File: config.mk
export PLATFORM = sky130hd
export DESIGN_NAME = modular_divide
export DESIGN_NICKNAME = d
export VERILOG_FILES = /design/src/hw/rtl/md_pkg.sv /design/src/hw/rtl/modular_divide.sv /design/src/hw/rtl/md_ctrl.sv /design/src/hw/rtl/md_datapath.sv
export SDC_FILE = /design/constraint.sdc
export NUM_CORES = 1
export LEC_CHECK = 0
export BUFFER_PORTS_ARGS = -buffer_cell sky130_fd_sc_hd__buf_2
export CAP_MARGIN = 25
export CORE_UTILIZATION = 23
export DETAILED_ROUTE_END_ITERATION = 8
export HOLD_SLACK_MARGIN = 0.05
export PLACE_DENSITY_LB_ADDON = 0.2
export SYNTH_ARGS = -nofsm -noshare
export SYNTH_HDL_FRONTEND = slang
export SYNTH_HIERARCHICAL = 1
export SYNTH_SLANG_ARGS = --single-unit
File: constraint.sdc
create_clock -name clock -period 8.15 [get_ports clock]
set_input_delay 1.63 -clock clock [delete_from_list [all_inputs] [get_ports clock]]
set_output_delay 1.63 -clock clock [all_outputs]
set_load 0.01 [all_outputs]
File: src/hw/rtl/md_pkg.sv
`timescale 1ns / 1ps
`default_nettype none

package md_pkg;

   localparam int unsigned DATA_WIDTH = 32;
   localparam int unsigned CNT_WIDTH  = $clog2(DATA_WIDTH);

   localparam logic [DATA_WIDTH-1:0] MODULUS_RESET = DATA_WIDTH'(64'd1000000007);

   typedef struct packed {
      logic [DATA_WIDTH-1:0] dividend;
      logic [DATA_WIDTH-1:0] divisor;
   } req_type;

   typedef struct packed {
      logic [DATA_WIDTH-1:0] quotient;
      logic                  undefined;
   } rsp_type;

   typedef enum logic [3:0] {
      ST_IDLE,
      ST_RED_NUM,
      ST_LOAD_DEN,
      ST_RED_DEN,
      ST_INIT,
      ST_TEST,
      ST_EUCLID,
      ST_UPDATE,
      ST_LOAD_MUL,
      ST_MULT,
      ST_OUTPUT
   } state_type;

   typedef enum logic [3:0] {
      OP_NONE,
      OP_ACCEPT,
      OP_DIV_STEP,
      OP_LOAD_DEN,
      OP_INIT,
      OP_LOAD_EUCLID,
      OP_UPDATE,
      OP_LOAD_MUL,
      OP_MUL_STEP,
      OP_OUTPUT
   } op_type;

   typedef struct packed {
      op_type op;
   } cmd_type;

   typedef struct packed {
      logic mod_zero;
      logic r1_zero;
      logic r0_one;
      logic out_free;
   } status_type;

endpackage

`default_nettype wire

File: src/hw/rtl/modular_divide.sv
// Modular division: quotient = dividend * divisor^-1 mod modulus.
// Request channel (req_valid / req_ready / req_data) carries one transaction
// with a dividend and a divisor; response channel (rsp_valid / rsp_ready /
// rsp_data) returns one transaction with the quotient and an undefined flag,
// set with a zero quotient when divisor and modulus are not coprime or when
// the modulus is zero. The modulus is written through csr_wr_en /
// csr_wr_data; the user must write it only while the block is idle, which
// the block itself does not enforce; reset loads 1000000007. One transaction
// is processed at a time. A shared restoring divider gives one quotient bit
// per cycle, and a modular shift-add unit runs beside it. For 32 bits there
// are up to about 46 extended Euclid steps. An undefined result skips the
// final multiply. With a zero modulus the block goes straight from accept
// to the output state. After the result is loaded the block returns to
// idle and takes the next request.
// The result sits in an output register; a new request is taken while it
// waits. If the receiver stalls, the next result holds in the engine until
// the output register is free. Reset clears control state and drops any
// transaction in progress.
`timescale 1ns / 1ps
`default_nettype none

module modular_divide
   import md_pkg::*;
(
   input  logic                  clock,
   input  logic                  reset,
   input  logic                  csr_wr_en,
   input  logic [DATA_WIDTH-1:0] csr_wr_data,
   input  logic                  req_valid,
   output logic                  req_ready,
   input  req_type               req_data,
   output logic                  rsp_valid,
   input  logic                  rsp_ready,
   output rsp_type               rsp_data
);

   cmd_type    cmd;
   status_type status;

   md_ctrl u_ctrl (
      .clock     (clock),
      .reset     (reset),
      .req_valid (req_valid),
      .req_ready (req_ready),
      .status    (status),
      .cmd       (cmd)
   );

   md_datapath u_datapath (
      .clock       (clock),
      .reset       (reset),
      .csr_wr_en   (csr_wr_en),
      .csr_wr_data (csr_wr_data),
      .req_data    (req_data),
      .cmd         (cmd),
      .status      (status),
      .rsp_ready   (rsp_ready),
      .rsp_valid   (rsp_valid),
      .rsp_data    (rsp_data)
   );

endmodule

`default_nettype wire

File: src/hw/rtl/md_ctrl.sv
`timescale 1ns / 1ps
`default_nettype none

module md_ctrl
   import md_pkg::*;
(
   input  logic       clock,
   input  logic       reset,
   input  logic       req_valid,
   output logic       req_ready,
   input  status_type status,
   output cmd_type    cmd
);

   state_type              state_ff, state_in;
   logic [CNT_WIDTH-1:0]   cnt_ff, cnt_in;
   logic                   cnt_last;

   assign cnt_last = (cnt_ff == CNT_WIDTH'(DATA_WIDTH - 1));

   always_comb begin
      state_in = state_ff;
      case (state_ff)
         ST_IDLE: begin
            if (req_valid) begin
               state_in = status.mod_zero ? ST_OUTPUT : ST_RED_NUM;
            end
         end
         ST_RED_NUM: begin
            if (cnt_last) begin
               state_in = ST_LOAD_DEN;
            end
         end
         ST_LOAD_DEN: state_in = ST_RED_DEN;
         ST_RED_DEN: begin
            if (cnt_last) begin
               state_in = ST_INIT;
            end
         end
         ST_INIT: state_in = ST_TEST;
         ST_TEST: begin
            if (!status.r1_zero) begin
               state_in = ST_EUCLID;
            end else if (status.r0_one) begin
               state_in = ST_LOAD_MUL;
            end else begin
               state_in = ST_OUTPUT;
            end
         end
         ST_EUCLID: begin
            if (cnt_last) begin
               state_in = ST_UPDATE;
            end
         end
         ST_UPDATE:   state_in = ST_TEST;
         ST_LOAD_MUL: state_in = ST_MULT;
         ST_MULT: begin
            if (cnt_last) begin
               state_in = ST_OUTPUT;
            end
         end
         ST_OUTPUT: begin
            if (status.out_free) begin
               state_in = ST_IDLE;
            end
         end
         default: state_in = ST_IDLE;
      endcase
   end

   always_comb begin
      req_ready = 1'b0;
      cmd.op    = OP_NONE;
      case (state_ff)
         ST_IDLE: begin
            req_ready = 1'b1;
            if (req_valid) begin
               cmd.op = OP_ACCEPT;
            end
         end
         ST_RED_NUM:  cmd.op = OP_DIV_STEP;
         ST_LOAD_DEN: cmd.op = OP_LOAD_DEN;
         ST_RED_DEN:  cmd.op = OP_DIV_STEP;
         ST_INIT:     cmd.op = OP_INIT;
         ST_TEST: begin
            if (!status.r1_zero) begin
               cmd.op = OP_LOAD_EUCLID;
            end
         end
         ST_EUCLID:   cmd.op = OP_DIV_STEP;
         ST_UPDATE:   cmd.op = OP_UPDATE;
         ST_LOAD_MUL: cmd.op = OP_LOAD_MUL;
         ST_MULT:     cmd.op = OP_MUL_STEP;
         ST_OUTPUT: begin
            if (status.out_free) begin
               cmd.op = OP_OUTPUT;
            end
         end
         default:     cmd.op = OP_NONE;
      endcase
   end

   assign cnt_in = (cmd.op == OP_DIV_STEP || cmd.op == OP_MUL_STEP) ?
                   cnt_ff + CNT_WIDTH'(1) : '0;

   always_ff @(posedge clock) begin
      if (reset) begin
         state_ff <= ST_IDLE;
         cnt_ff   <= '0;
      end else begin
         state_ff <= state_in;
         cnt_ff   <= cnt_in;
      end
   end

   assert property (@(posedge clock) disable iff (reset)
      cmd.op == OP_OUTPUT |-> status.out_free)
      else $error("result loaded while output register still occupied");

   assert property (@(posedge clock) disable iff (reset)
      (state_ff == ST_RED_NUM && cnt_last) |=> state_ff == ST_LOAD_DEN)
      else $error("dividend reduction did not end after a full pass");

endmodule

`default_nettype wire

File: src/hw/rtl/md_datapath.sv
`timescale 1ns / 1ps
`default_nettype none

module md_datapath
   import md_pkg::*;
(
   input  logic                  clock,
   input  logic                  reset,
   input  logic                  csr_wr_en,
   input  logic [DATA_WIDTH-1:0] csr_wr_data,
   input  req_type               req_data,
   input  cmd_type               cmd,
   output status_type            status,
   input  logic                  rsp_ready,
   output logic                  rsp_valid,
   output rsp_type               rsp_data
);

   localparam int unsigned W = DATA_WIDTH;

   logic [W-1:0] modulus_ff;
   logic [W-1:0] num_ff, num_in;
   logic [W-1:0] den_ff, den_in;
   logic [W-1:0] r0_ff, r0_in;
   logic [W-1:0] r1_ff, r1_in;
   logic [W-1:0] t0_ff, t0_in;
   logic [W-1:0] t1_ff, t1_in;
   logic [W-1:0] acc_ff, acc_in;
   logic [W-1:0] dvd_ff, dvd_in;
   logic [W-1:0] dvs_ff, dvs_in;
   logic [W-1:0] rem_ff, rem_in;
   logic         rsp_valid_ff, rsp_valid_in;
   rsp_type      rsp_data_ff, rsp_data_in;

   logic [W:0]   trial;
   logic         q_bit;
   logic [W-1:0] rem_step;
   logic         h_bit;
   logic [W-1:0] h_addend;
   logic [W:0]   dbl;
   logic [W:0]   dbl_red;
   logic [W:0]   h_sum;
   logic [W:0]   h_res;
   logic [W-1:0] t_diff;
   logic [W-1:0] t_next;
   logic         mod_one;
   logic         undef;

   // divider step: restoring, one quotient bit per cycle, MSB first
   assign trial    = {rem_ff, dvd_ff[W-1]};
   assign q_bit    = (trial >= {1'b0, dvs_ff});
   assign rem_step = q_bit ? W'(trial - {1'b0, dvs_ff}) : trial[W-1:0];

   // modular Horner step: acc = 2*acc + bit*addend mod modulus
   assign h_bit    = (cmd.op == OP_MUL_STEP) ? dvd_ff[W-1] : q_bit;
   assign h_addend = h_bit ? ((cmd.op == OP_MUL_STEP) ? t0_ff : t1_ff) : '0;
   assign dbl      = {acc_ff, 1'b0};
   assign dbl_red  = (dbl >= {1'b0, modulus_ff}) ? dbl - {1'b0, modulus_ff} : dbl;
   assign h_sum    = {1'b0, dbl_red[W-1:0]} + {1'b0, h_addend};
   assign h_res    = (h_sum >= {1'b0, modulus_ff}) ? h_sum - {1'b0, modulus_ff} : h_sum;

   // Bezout coefficient update: t0 - q*t1 mod modulus
   assign t_diff = t0_ff - acc_ff;
   assign t_next = (t0_ff >= acc_ff) ? t_diff : t_diff + modulus_ff;

   assign mod_one = (modulus_ff == W'(1));
   assign undef   = status.mod_zero | ~status.r0_one;

   always_comb begin
      num_in       = num_ff;
      den_in       = den_ff;
      r0_in        = r0_ff;
      r1_in        = r1_ff;
      t0_in        = t0_ff;
      t1_in        = t1_ff;
      acc_in       = acc_ff;
      dvd_in       = dvd_ff;
      dvs_in       = dvs_ff;
      rem_in       = rem_ff;
      rsp_data_in  = rsp_data_ff;
      rsp_valid_in = rsp_valid_ff & ~rsp_ready;
      case (cmd.op)
         OP_ACCEPT: begin
            num_in = req_data.dividend;
            den_in = req_data.divisor;
            dvd_in = req_data.dividend;
            dvs_in = modulus_ff;
            rem_in = '0;
         end
         OP_DIV_STEP: begin
            rem_in = rem_step;
            dvd_in = {dvd_ff[W-2:0], 1'b0};
            acc_in = h_res[W-1:0];
         end
         OP_LOAD_DEN: begin
            num_in = rem_ff;
            dvd_in = den_ff;
            dvs_in = modulus_ff;
            rem_in = '0;
         end
         OP_INIT: begin
            r0_in = modulus_ff;
            r1_in = rem_ff;
            t0_in = '0;
            t1_in = {{(W-1){1'b0}}, ~mod_one};
         end
         OP_LOAD_EUCLID: begin
            dvd_in = r0_ff;
            dvs_in = r1_ff;
            rem_in = '0;
            acc_in = '0;
         end
         OP_UPDATE: begin
            r0_in = r1_ff;
            r1_in = rem_ff;
            t0_in = t1_ff;
            t1_in = t_next;
         end
         OP_LOAD_MUL: begin
            dvd_in = num_ff;
            acc_in = '0;
         end
         OP_MUL_STEP: begin
            dvd_in = {dvd_ff[W-2:0], 1'b0};
            acc_in = h_res[W-1:0];
         end
         OP_OUTPUT: begin
            rsp_valid_in          = 1'b1;
            rsp_data_in.undefined = undef;
            rsp_data_in.quotient  = undef ? '0 : acc_ff;
         end
         default: begin
         end
      endcase
   end

   always_ff @(posedge clock) begin
      if (reset) begin
         modulus_ff   <= MODULUS_RESET;
         rsp_valid_ff <= 1'b0;
      end else begin
         if (csr_wr_en) begin
            modulus_ff <= csr_wr_data;
         end
         rsp_valid_ff <= rsp_valid_in;
      end
   end

   always_ff @(posedge clock) begin
      num_ff      <= num_in;
      den_ff      <= den_in;
      r0_ff       <= r0_in;
      r1_ff       <= r1_in;
      t0_ff       <= t0_in;
      t1_ff       <= t1_in;
      acc_ff      <= acc_in;
      dvd_ff      <= dvd_in;
      dvs_ff      <= dvs_in;
      rem_ff      <= rem_in;
      rsp_data_ff <= rsp_data_in;
   end

   assign status.mod_zero = (modulus_ff == '0);
   assign status.r1_zero  = (r1_ff == '0);
   assign status.r0_one   = (r0_ff == W'(1));
   assign status.out_free = ~rsp_valid_ff | rsp_ready;

   assign rsp_valid = rsp_valid_ff;
   assign rsp_data  = rsp_data_ff;

   assert property (@(posedge clock) disable iff (reset)
      cmd.op == OP_DIV_STEP |-> dvs_ff != '0)
      else $error("division step with zero divisor");

   assert property (@(posedge clock) disable iff (reset)
      cmd.op == OP_DIV_STEP |=> rem_ff < dvs_ff)
      else $error("partial remainder not below divisor");

   assert property (@(posedge clock) disable iff (reset)
      cmd.op == OP_UPDATE |=> (t1_ff < modulus_ff && t0_ff < modulus_ff))
      else $error("Bezout coefficient left the residue range");

endmodule

`default_nettype wire
==> metrics.md, run 1 <==
| Metric | Value |
|---|---|
| Row count | `124` |
| Post-detailed-routing wire length | `90.0 mm` |
| Routed WL per cell | `20.1 µm` |
| Slowest cell on crit path | `edfxtp_1` |
| Vias in the first global route | `21.0k` |
| Post-Synth Simple-Gate Area | `13.2%` |
| Vias/cell | `4.75` |
| Clock slew at reported path FFs | `0.06 ns` |
| Largest register FFs | `33` |
| Mux share of post-synthesis cell area | `5.70%` |
| Fin crit period | `7.73 ns` |
| Sequential fraction of the synthesis area | `42.9%` |
| Syn-to-layout area delta | `20.8%` |
| CTS sink cnt | `395` |
| Maxcap violations | `0` |
| Syn Inst Count | `2661` |
| Unique masters post-synth | `96` |
| Setup TNS | `0 ns` |
| First-pass GRT wire length | `134 mm` |
| Max incr delay on CP | `0.43 ns` |
| Top_reg_cell synth | `edfxtp_1` |
| Arrival @ worst endpoint | `8.09 ns` |
| Achievable frequency | `129 MHz` |
| Core area | `0.115 mm²` |
| Largest fanout on the critical path | `7` |
| H-tree Lvls | `2` |
| Req. time, crit path | `8.50 ns` |
| Syn. warnings | `6` |
| Worst setup SP type | `flop` |
| Initial Util | `23.3%` |
| Synth Register Bits | `395` |
| Gr usage total | `15.0%` |
| Adder-cell share of the synthesized area | `9.50%` |
| Clock Path Buffers | `3` |
| Share of layout cells above drive strength 1 | `17.6%` |
| Hold Vio Cnt, Final | `0` |
| Port bufs | `135` |
| Pin count of the biggest net entering global routing | `162` |
| Hold Path Class | `flop to flop` |
| Failing checks | `DRC` |
| Die X | `343 µm` |
| Clock Latency Late Sink | `0.61 ns` |
| DRT Pass-1 Iters | `9` |
| Fin. max-slew vios | `0` |
| Via Count | `21.3k` |
| CP Capture Type | `flop` |
| Hold Buf Count CTS | `0` |
| Total grt overflow | `0` |
| Final setup fails | `0` |
| XOR/XNOR Fraction of Synth Area | `5.41%` |
| Relative slew slack | `33.1%` |
| GPL Wtd Cong | `0.876` |
| CTS tree | `done` |
| Root Driver | `clkbuf_16` |
| Main combinational cell family by area after synthesis | `compound AO/OA/AOI/OAI gates` |
| Detail Placement HPWL | `68.5 mm` |
| Slew @ Worst Pin | `1.00 ns` |
| Syn_nets | `2961` |
| Height of the die | `343 µm` |
| Cts bufs inserted | `49` |
| Top Family by Delay on Critical Path | `compound AO/OA/AOI/OAI gates` |
| Filler cells | `12.2k` |
| Period utilization | `94.9%` |
| IO Pins | `136` |
| ANT nets after route | `0` |
| End-of-flow core utilization | `28.1%` |
| CP most frequent cell | `a21boi_2` |
| Nets | `3233` |
| Post-Syn Area per Cell | `10.0 µm²` |
| Post-synth EDFFs | `353` |
| Die ar. | `0.117 mm²` |
| Bufs and invs on worst path | `3` |
| First DRT Iteration DRCs | `1469` |
| Crit path kind | `flop to flop` |
| Skew final | `0.0214 ns` |
| Async set-reset flop share out of synthesis | `0%` |
| Drt drc | `26` |
| Status | `finished, violations left` |
| Compound-gate portion of the synthesized area | `19.5%` |
| Initial antenna violation count | `2` |
| Synthesized area | `0.0267 mm²` |
worst reg2reg max path, delay by kind of cell (launching register included):
kind | cells | cell delay (ns)
compound gates | 23 | 4.28
fa+ha+maj | 4 | 1.07
buf+inv | 3 | 0.46
flops | 1 | 0.43
mux | 1 | 0.16
simple gates | 7 | 1.05
repair_timing:
item | 4_1_cts | 5_1_grt
endpoints found under the hold margin | 0 | 0
resized for setup | 7 | 37
cloned | 0 | 2
buffers inserted | 1 | 9
endpoints found under the setup margin | 32 | 32
pin swaps | 6 | 35
layout by cell type, fill, tap and decap left out, types with 41 or more instances in the layout:
cell / instances
a21o_1: 96
a21oi_1: 169
a22o_1: 73
and3_1: 53
buf_2: 136
buf_4: 183
clkbuf_16: 53
dfxtp_1: 41
edfxtp_1: 353
ha_1: 191
inv_1: 147
mux2i_1: 107
nand2_1: 210
nor2_1: 233
o21ai_0: 141
xnor2_1: 105
xor2_1: 57
final timing paths:
| kind | startpoint | end | slack, ns | cells after the start |
|---|---|---|---|---|
| worst max register to register | u_datapath/dvs_ff[1] | u_datapath/acc_ff[19] | 0.42 | 38 |
| worst max-delay path | u_datapath/dvs_ff[1] | u_datapath/acc_ff[19] | 0.42 | 38 |
| worst min register to register | u_ctrl/cnt_ff[0] | u_ctrl/cnt_ff[0] | 0.47 | 1 |
| worst min-delay path | u_ctrl/cnt_ff[0] | u_ctrl/cnt_ff[0] | 0.47 | 1 |
synthesized netlist by cell type (all sizes together) (27+ instances only):
cell    instances  area share (%)
and3           53             1.2
clkbuf         80             1.1
xnor2         105             3.4
nor3           37            0.75
nand4          31            0.73
ha            193             9.0
a22o           73             2.4
dfxtp          42             3.2
o21ai         152             2.9
nor2b          31            0.73
nand3          32            0.60
a222oi         31             1.2
xor2           57             1.9
buf            29            0.58
a21oi         174             3.3
edfxtp        353              40
nand2b         27            0.63
nor4           27            0.63
inv           149             2.1
nand2         210             3.0
mux2           39             1.7
mux2i         107             4.0
nor2          233             3.3
a21o           97             2.7
layout make-up:
cell class | instances | area [µm²] | area share (%)
Inverter | 150 | 563 | 1.75
Tap cell | 1512 | 1890 | 5.87
Timing Repair Buffer | 330 | 2260 | 7.01
Multi-Input combinational cell | 2007 | 14500 | 45.0
Clock buffer | 61 | 1320 | 4.11
Clock inverter | 31 | 258 | 0.800
Sequential cell | 395 | 11400 | 35.5
Antenna cell | 2 | 5.00 | 0.0155
metal layers:
layer | up-vias | wire length, µm | global-route usage [%]
met4 | 0 | 2150 | 3.91
met3 | 95 | 3670 | 1.70
met1 | 10200 | 47400 | 23.3
met2 | 483 | 36800 | 21.5
li1 | 10500 | - | -
met5 | - | 0 | 0
kinds of logic (layout without fill, tap and decap cells):
family	count (synthesis)	after routing
AOI/OAI and AO/OA	755	755
and+or+nand+nor	744	744
DFF	395	395
buffers and inverters	259	572
adders and majority gates	199	199
xor gates and xnor gates	163	163
muxes	146	146
other	0	2
stage by stage:
| stage | setup WS (ns) | area, µm² | std cells | hold slack (ns) |
|---|---|---|---|---|
| CTS | 0.0207 | 31900 | 4473 | 0.472 |
| detailed placement | -0.331 | 30300 | 4380 | 0.463 |
| finish | 0.417 | 32200 | 4488 | 0.473 |
| global route | -0.0273 | 32200 | 4487 | 0.497 |
| floorplan | 0.0815 | 26700 | 2661 | 0.433 |
| global placement | -0.165 | 30300 | 4379 | 0.462 |
Power of run 1 is left out: the tool's default activity adds up to more than one toggle a clock period on the data nets, which glitch-free logic cannot reach.
==> run 2, diff against run 1 <==
--- a/config.mk
+++ b/config.mk
@@ -7,6 +7,9 @@
 export LEC_CHECK = 0
 export BUFFER_PORTS_ARGS = -buffer_cell sky130_fd_sc_hd__buf_2
 export CAP_MARGIN = 25
+export CELL_PAD_IN_SITES_DETAIL_PLACEMENT = 1
+export CELL_PAD_IN_SITES_GLOBAL_PLACEMENT = 2
+export CORE_MARGIN = 2
 export CORE_UTILIZATION = 23
 export DETAILED_ROUTE_END_ITERATION = 8
 export HOLD_SLACK_MARGIN = 0.05
==> run 2 against run 1 <==
The run now ends clean. Non-clock buffer count is 159 higher. First-iteration DRC count is 4.1% lower. Sequential share of layout area is 1.8 points lower. Count of clock-buffer cells in the layout is 4 higher. Worst hold slack better by 0.0041 ns. Worst setup slack worse by 0.30 ns. Maximum frequency is 3.7% lower. Clock skew is 0.0053 ns higher. Critical path depth is 1 higher. Final cell count is 3.7% higher. Design area is 5.2% higher.
==> metrics.md, run 2 (same netlist as run 1, synthesis figures left out) <==
| Metric | Value |
|---|---|
| Root Driver | `clkbuf_16 (unchanged)` |
| Drt drc | `0 (was 26)` |
| Relative slew slack | `35.0% (was 33.1%)` |
| Largest register FFs | `33 (unchanged)` |
| ANT nets after route | `0 (unchanged)` |
| Final Cell Area | `0.0339 mm² (was 0.0322 mm²)` |
| Worst setup SP type | `flop (unchanged)` |
| DP Worst Slack | `-0.630 ns (was -0.331 ns)` |
| Slew @ Worst Pin | `0.975 ns (was 1.00 ns)` |
| Hold Path Origin | `u_ctrl/cnt_ff[0] (unchanged)` |
| Maxcap violations | `0 (unchanged)` |
| Pin count of the biggest net entering global routing | `78 (was 162)` |
| Cts bufs inserted | `53 (was 49)` |
| Worst hold stages | `1 (unchanged)` |
| CP most frequent cell | `buf_4 (was a21boi_2)` |
| Core area | `0.115 mm² (unchanged)` |
| RR Startpoint | `u_datapath/acc_ff[0] (was u_datapath/dvs_ff[1])` |
| Initial Util | `23.3% (unchanged)` |
| Detail Placement HPWL | `79.4 mm (was 68.5 mm)` |
| Reg-to-Reg End | `u_datapath/acc_ff[16] (was u_datapath/acc_ff[19])` |
| Skew final | `0.0268 ns (was 0.0214 ns)` |
| RSZ-0062 raised after global routing | `true` |
| Port bufs | `135 (unchanged)` |
| Fin. max-slew vios | `0 (unchanged)` |
| H-tree Lvls | `2 (unchanged)` |
| Height of the die | `345 µm (was 343 µm)` |
| Clock Latency Late Sink | `0.65 ns (was 0.61 ns)` |
| Achievable frequency | `125 MHz (was 129 MHz)` |
| WHS Endpoint | `u_ctrl/cnt_ff[0] (unchanged)` |
| Placed inst area | `0.0314 mm² (was 0.0303 mm²)` |
| Slowest cell on crit path | `edfxtp_1 (unchanged)` |
| Hold Vio Cnt, Final | `0 (unchanged)` |
| Routed WL per cell | `21.8 µm (was 20.1 µm)` |
| Hold Buf Count CTS | `0 (unchanged)` |
| Max incr delay on CP | `0.47 ns (was 0.43 ns)` |
| Largest fanout on the critical path | `7 (unchanged)` |
| Total grt overflow | `0 (unchanged)` |
| CP Capture Type | `flop (unchanged)` |
| Top Family by Delay on Critical Path | `compound AO/OA/AOI/OAI gates (unchanged)` |
| Via Count | `22.5k (was 21.3k)` |
| Worst reg2reg path depth | `39 (was 38)` |
| Arrival @ worst endpoint | `8.41 ns (was 8.09 ns)` |
| Fin crit period | `8.03 ns (was 7.73 ns)` |
| Hold WS | `0.477 ns (was 0.473 ns)` |
| Row count | `124 (unchanged)` |
| Bufs and invs on worst path | `6 (was 3)` |
| Clock Path Buffers | `3 (unchanged)` |
| IO Pins | `136 (unchanged)` |
| Vias/cell | `4.82 (was 4.75)` |
| Hold Path Class | `flop to flop (unchanged)` |
| Flop-to-flop setup slack | `0.12 ns (was 0.42 ns)` |
| Placed Cells | `4523 (was 4380)` |
| Status | `completed (was finished, violations left)` |
| Nets | `3396 (was 3233)` |
| Layout Cells excl Fill | `4656 (was 4488)` |
| GPL Wtd Cong | `0.895 (was 0.876)` |
| Gr usage total | `17.0% (was 15.0%)` |
| Req. time, crit path | `8.53 ns (was 8.50 ns)` |
| Crit path kind | `flop to flop (unchanged)` |
| First DRT Iteration DRCs | `1409 (was 1469)` |
| First-pass GRT wire length | `152 mm (was 134 mm)` |
| Most frequent cells in the layout | `353 x edfxtp_1, 339 x buf_4, 230 x nor2_1, 210 x nand2_1, 187 x ha_1 (was 353 x edfxtp_1, 233 x nor2_1, 210 x nand2_1, 191 x ha_1, 183 x buf_4)` |
| Commonest non-fill, non-tap cell in the layout | `edfxtp_1 (unchanged)` |
| Post-detailed-routing wire length | `102 mm (was 90.0 mm)` |
| Period utilization | `98.5% (was 94.9%)` |
| CTS tree | `done (unchanged)` |
| Die ar. | `0.119 mm² (was 0.117 mm²)` |
| Share of layout cells above drive strength 1 | `22.7% (was 17.6%)` |
| Vias in the first global route | `24.2k (was 21.0k)` |
| CTS sink cnt | `395 (unchanged)` |
| Initial antenna violation count | `3 (was 2)` |
| Fin worst setup slack | `0.120 ns (was 0.417 ns)` |
| Syn-to-layout area delta | `27.1% (was 20.8%)` |
| Die X | `345 µm (was 343 µm)` |
| Final setup fails | `0 (unchanged)` |
| DRT Pass-1 Iters | `7 (was 9)` |
| Clock slew at reported path FFs | `0.07 ns (was 0.06 ns)` |
## run 2: cell types whose count changed in the layout (fill, tap and decap cells not counted), moves of 4 or more
cell	before	now
buf_6	3	8
bufinv_16	3	10
clkbuf_8	1	5
ha_4	1	5
ha_1	191	187
a21oi_1	169	164
clkinv_2	9	4
buf_4	183	339
a21oi_2	4	9
## run 2: layout make-up
cell class | instances | area (µm²)
Sequential cell | 395 | 11400
Multi-Input combinational cell | 2007 | 14700
Clock inverter | 34 | 463
Timing Repair Buffer | 489 | 3470
Antenna cell | 4 | 10.0
Tap cell | 1512 | 1890
Inverter | 150 | 563
Clock buffer | 65 | 1420
Fill cell | 13000 | 80700
## run 2: stage by stage
step	utilization (%)	TNS [ns]
after detailed placement	27.4	-18.21
final	29.6	0
after floorplan	-	0
after global routing	29.6	-4.68
after global placement	27.3	-12.14
after CTS	29.3	0
## run 2: worst max-delay path by stage
stage	from	endpoint	slack, ns	cells after the start
after global placement	rsp_ready	u_datapath/acc_ff[1]	-0.41	32
after global routing	u_datapath/dvs_ff[1]	u_datapath/acc_ff[15]	-0.23	41
final	u_datapath/acc_ff[0]	u_datapath/acc_ff[16]	0.12	39
after detailed placement	rsp_ready	u_datapath/acc_ff[11]	-0.63	32
after CTS	u_datapath/rem_ff[0]	u_datapath/acc_ff[12]	0.006	38
after floorplan	rsp_ready	u_datapath/acc_ff[25]	0.08	34
## run 2: routing by layer
layer / up-vias / track usage [%] / wire (µm)
met5: - / 0 / 0
met2: 400 / 26.8 / 44700
met4: 0 / 4.20 / 2290
met3: 104 / 2.12 / 3940
met1: 11100 / 24.4 / 50800
li1: 10900 / - / -
## run 2: timing repair
action | CTS | global route
resized for setup | 37 | 45
buffers inserted | 18 | 10
pin swaps | 24 | 37
setup endpoints to repair | 32 | 32
cloned | 3 | 0
Power of run 2 is left out for the same reason.
